`src/design/pip_pkg.sv`:
```
package pip_pkg;

	localparam int MAX_VERTICES = 64;
	localparam int COORD_BITS   = 24;
	localparam int VIDX_W       = 6;
	localparam int CFG_W        = 7;

	// Differences of two coordinates and products of two differences.
	localparam int DW = COORD_BITS + 1;
	localparam int PW = 2 * DW;

	// Wide enough to hold MAX_VERTICES itself.
	localparam int CNT_W = $clog2(MAX_VERTICES + 1);
	localparam int CMP_W = (CNT_W > VIDX_W) ? CNT_W : VIDX_W;

	localparam int PADDR_W = 3;
	localparam int PDATA_W = 32;

	localparam logic REG_VERTEX_COUNT = 1'b0;

	typedef logic signed [COORD_BITS-1:0] coord_t;
	typedef logic signed [DW-1:0]         diff_t;
	typedef logic signed [PW-1:0]         prod_t;

	typedef enum logic [0:0] {
		MODE_LOAD  = 1'b0,
		MODE_QUERY = 1'b1
	} mode_t;

	typedef struct packed {
		mode_t              mode;
		logic [VIDX_W-1:0]  vidx;
		coord_t             px;
		coord_t             pz;
		logic               odd;
		logic               onb;
	} item_t;

	function automatic diff_t coord_sub(coord_t a, coord_t b);
		return {a[COORD_BITS-1], a} - {b[COORD_BITS-1], b};
	endfunction

endpackage

```
`src/design/pip_cell.sv`:
```
module pip_cell (
	input  logic                       clk,
	input  logic                       arst_n,
	input  logic                       en,
	input  logic [pip_pkg::CNT_W-1:0]  cell_idx,
	input  logic [pip_pkg::CNT_W-1:0]  active_count,
	input  logic                       in_valid,
	input  pip_pkg::item_t             in_item,
	output logic                       out_valid,
	output pip_pkg::item_t             out_item
);

	// Own vertex, the following vertex and vertex 0 (for the closing edge).
	pip_pkg::coord_t ax_q, az_q, bx_q, bz_q, fx_q, fz_q;

	logic [pip_pkg::CMP_W-1:0] idx_ext, self_idx, next_idx;
	logic                      is_last, is_active, is_load;
	pip_pkg::coord_t           nx, nz, hx, hz, lx, lz;
	logic                      crosses;

	logic            valid_s1, valid_s2, valid_s3;
	pip_pkg::item_t  item_s1, item_s2, item_s3;
	logic            cross_s1, cross_s2;
	pip_pkg::diff_t  opa_s1, opb_s1, opc_s1, opd_s1;
	pip_pkg::prod_t  p_s2, q_s2;
	logic [pip_pkg::PW:0] side;
	pip_pkg::item_t  item_nxt;

	assign idx_ext   = pip_pkg::CMP_W'(in_item.vidx);
	assign self_idx  = pip_pkg::CMP_W'(cell_idx);
	assign next_idx  = self_idx + pip_pkg::CMP_W'(1);
	assign is_last   = (next_idx == pip_pkg::CMP_W'(active_count));
	assign is_active = (cell_idx < active_count);
	assign is_load   = (in_item.mode == pip_pkg::MODE_LOAD);

	// Loads travel along the chain, so every request sees the polygon as it
	// stood when that request was accepted.
	always_ff @(posedge clk) begin
		if (en && in_valid && is_load) begin
			if (idx_ext == self_idx) begin
				ax_q <= in_item.px;
				az_q <= in_item.pz;
			end
			if (idx_ext == next_idx) begin
				bx_q <= in_item.px;
				bz_q <= in_item.pz;
			end
			if (idx_ext == '0) begin
				fx_q <= in_item.px;
				fz_q <= in_item.pz;
			end
		end
	end

	always_comb begin
		nx = is_last ? fx_q : bx_q;
		nz = is_last ? fz_q : bz_q;
		if (az_q < nz) begin
			hx = nx;   hz = nz;
			lx = ax_q; lz = az_q;
		end else begin
			hx = ax_q; hz = az_q;
			lx = nx;   lz = nz;
		end
		// The edge spans the point's z, and a horizontal edge at that z is skipped.
		crosses = is_active && !is_load && !(hz < in_item.pz) && !(lz > in_item.pz) &&
			!((hz == in_item.pz) && (lz == in_item.pz));
	end

	always_ff @(posedge clk or negedge arst_n) begin
		if (!arst_n) begin
			valid_s1 <= 1'b0;
			valid_s2 <= 1'b0;
			valid_s3 <= 1'b0;
		end else if (en) begin
			valid_s1 <= in_valid;
			valid_s2 <= valid_s1;
			valid_s3 <= valid_s2;
		end
	end

	// Sign of (px - xh) * dz - (xl - xh) * (zh - pz) gives the side of the crossing.
	assign side = {p_s2[pip_pkg::PW-1], p_s2} - {q_s2[pip_pkg::PW-1], q_s2};

	always_comb begin
		item_nxt = item_s2;
		if (cross_s2) begin
			if (side == '0) begin
				item_nxt.onb = 1'b1;
			end else if (side[pip_pkg::PW]) begin
				item_nxt.odd = ~item_s2.odd;
			end
		end
	end

	always_ff @(posedge clk) begin
		if (en) begin
			item_s1  <= in_item;
			cross_s1 <= crosses;
			opa_s1   <= pip_pkg::coord_sub(in_item.px, hx);
			opb_s1   <= pip_pkg::coord_sub(hz, lz);
			opc_s1   <= pip_pkg::coord_sub(lx, hx);
			opd_s1   <= pip_pkg::coord_sub(hz, in_item.pz);

			item_s2  <= item_s1;
			cross_s2 <= cross_s1;
			p_s2     <= opa_s1 * opb_s1;
			q_s2     <= opc_s1 * opd_s1;

			item_s3  <= item_nxt;
		end
	end

	assign out_valid = valid_s3;
	assign out_item  = item_s3;

endmodule

```
`config.mk`:
```
export PLATFORM = sky130hd
export DESIGN_NAME = pip_cell
export DESIGN_NICKNAME = d
export VERILOG_FILES = /design/src/design/pip_pkg.sv /design/src/design/pip_cell.sv
export SDC_FILE = /design/constraint.sdc
export NUM_CORES = 2
export LEC_CHECK = 0
export BUFFER_PORTS_ARGS = -buffer_cell sky130_fd_sc_hd__clkbuf_2
export CAP_MARGIN = 20
export CORE_MARGIN = 2
export CORE_UTILIZATION = 32
export DETAILED_ROUTE_END_ITERATION = 8
export GPL_TIMING_DRIVEN = 0
export SLEW_MARGIN = 5
export SYNTH_ARGS = -nofsm -noshare
export SYNTH_HDL_FRONTEND = slang
export SYNTH_SLANG_ARGS = --single-unit
```
`constraint.sdc`:
```
create_clock -name clk -period 10.5 [get_ports clk]
set_clock_uncertainty 0.05 [all_clocks]
set_input_delay 2.1 -clock clk [delete_from_list [all_inputs] [get_ports clk]]
set_output_delay 2.1 -clock clk [all_outputs]
set_load 0.1 [all_outputs]
```
==> impl_metrics.toml <==
[logic_synthesis]
yosysSeqAreaShare = 0.222
synth_top_family_by_area = "adder cells"
yosys_register_bits = 520
synth-xor-area-share = 0.0279
yosys-mux-area-fraction = 0.00837
synth_area_um2 = 70300
synthSimpleGateAreaFrac = 0.129
syn-instance-count = 6886
synth-edff-count = 517
synth_compound_area_frac = 0.0633
yosys_warnings = 0
syn_nets = 8741
synth_cell_types = 94
synth_fa_ha_area_frac = 0.458
synth_area_per_cell_um2 = 10.2
ys.flop_type = "edfxtp_1"
synthArstFlopShare = 0.00577

[sta]
finalSetupViolations = 0
fin_setup_tns_ps = 0
fin_ws_ps = 385
finalHoldViolations = 0
slew_violations = 0
worstMarginPinSlew_ps = 1220
period_minus_slack_ps = 10110
slew_headroom = 0.189
fin_crit_sh = 0.963
max_freq_ghz = 0.0989

[finish]
mostFrequentLayoutCell = "inv_1"
area_growth_syn_to_layout_pct = 9.26
final_layout_size_suffix_gt1_frac = 0.0464
layout_common_cells = "inv_1 (1439), fa_1 (1318), nand2_1 (924)"
nets = 8950
final_util = 0.350

[run]
cap_violations = 0

[worst_setup_path]
reg2regPathDepth = 28
r2r_start = "opb_s1[6]"
worstPathRequired_ps = 10890
path_class = "in2reg"
arrival_ps = 10500
cpMaxStageDelayCell = "mux2i_1"
start_kind = "primary input"
r2r_end = "p_s2[49]"
critPathMostFrequentCell = "a21oi_1"
cp_max_fo = 10
critPathCaptureType = "flip-flop"
reg2reg_slack_ps = 420
worst_path_largest_cell_delay_ps = 820

[status]
outcome = "finished, final reports clean"

[clocking]
postCtsHoldBufs = 0
cts_tree = "yes"
cts-buffers-inserted = 56
ctsRootBufferMaster = "clkbuf_16"
clkTransAtPathRegs_ps = 80
clkSinkCount = 520
insertion_delay_ps = 720
cts_buffer_depth = 3
htreeDepth = 2

[global_routing]
grt_overflow_total = 0
grt_usage = 0.194
antenna_found_initial = 19
first_global_vias = 52700
met2_usage = 0.304
grt_pass1_wl_um = 325000
use_met3 = 0.0388
grt_use_met1 = 0.253
gr-max-usage-layer = "met2"
grt_max_degree = 104

[hold_path]
hold_path_class = "reg2reg"
hp-start = "item_s1[46]"
worstHoldPathCells = 0
holdPathEnd = "item_nxt[46]"

[floorplan]
ios = 133
die_w_um = 473
core_area_um2 = 219000
start_util = 0.321
num_rows = 172
die_h_um = 473
die_area_um2 = 223000

[drt]
antenna_left = 0
firstDrtPassIters = 6
drc = 0
vias_per_cell = 4.92
wirelength_um = 214000
vias = 49300
drt_iter0_markers = 3672
routedWlPerCell_um = 21.4

[placed_design]
dpl.hpwl_um = 178000
place_congestion = 0.968
io_buffers = 132
post-place-ws_ps = -2570
==> timing repair <==
item / 4_1_cts / 5_1_grt
pin swaps: 1 / 6
endpoints found under the setup margin: 43 / 32
buffers inserted: 0 / 3
resized for setup: 30 / 35
==> worst max path at each step <==
stage	start	endpoint	slack (ps)
floorplan	cell_idx[0]	opa_s1[24]	380
global placement	en	bx_q[5]	-8540
detailed placement	cell_idx[0]	opa_s1[24]	-2570
CTS	cell_idx[0]	opa_s1[24]	-60
global route	cell_idx[0]	opd_s1[22]	-20
finish	cell_idx[0]	opc_s1[22]	390
==> logic make-up (layout without fill, tap and decap cells) <==
kind of cell,Yosys count,count (layout)
adders and majority gates,1780,1780
buffers and inverters,1698,1947
DFF,520,520
muxes,57,57
AOI/OAI and AO/OA,692,692
xor gates and xnor gates,222,222
other,0,10
and+or+nand+nor,1917,1917
==> per-stage QoR <==
| stage | cell area, um^2 | instances | hold slack [ps] |
|---|---|---|---|
| finish | 76800 | 10000 | 339 |
| global route | 76800 | 10000 | 368 |
| CTS | 76600 | 10000 | 346 |
| detailed placement | 74700 | 9904 | 355 |
| global placement | 74500 | 9889 | 351 |
| floorplan | 70300 | 6886 | 350 |
==> layer usage <==
layer,wire length [um],up-vias
met4,12900,6
met1,88000,25200
li1,-,21800
met3,17000,406
met2,96000,1841
met5,42,-
==> cell usage after synthesis, types with 69 or more instances <==
library cell / count / area (um^2)
inv_1: 1439 / 5400
fa_1: 1319 / 26400
nand2_1: 925 / 3470
edfxtp_1: 517 / 15500
and2_1: 461 / 2880
ha_1: 461 / 5770
clkbuf_1: 241 / 905
nor2_1: 220 / 826
a21oi_1: 196 / 981
o21ai_0: 172 / 861
xnor2_1: 152 / 1330
a21o_1: 79 / 593
xor2_1: 69 / 604
==> cell type report <==
class | instances | area (um^2)
Buffer | 256 | 1060
Sequential cell | 520 | 15600
Clock inverter | 33 | 333
Clock buffer | 65 | 1460
Antenna cell | 10 | 25.0
Tap cell | 2871 | 3590
Multi-Input combinational cell | 4668 | 48400
Inverter | 1440 | 5410
Timing Repair Buffer | 153 | 925
Fill cell | 22100 | 142000
==> sequential cells by signal (all words and copies together) (netlist names), 2 cells and up <==
register	flops
ax_q	24
opb_s1	25
fx_q	24
opc_s1	25
item_nxt	55
bx_q	24
item_s2	2
out_item	57
bz_q	24
opd_s1	25
opa_s1	25
q_s2	50
p_s2	50
item_s1	57
fz_q	24
az_q	24
==> critical path, delay by kind of cell <==
family | cells | cell delay, ps
buffers and inverters | 5 | 850
xor gates and xnor gates | 2 | 420
adders and majority gates | 4 | 1340
AOI/OAI and AO/OA | 18 | 3550
and+or+nand+nor | 7 | 1410
muxes | 1 | 820
Power is not shown: default switching activity piles up to over one toggle a cycle in this logic, so the estimate is an artifact.
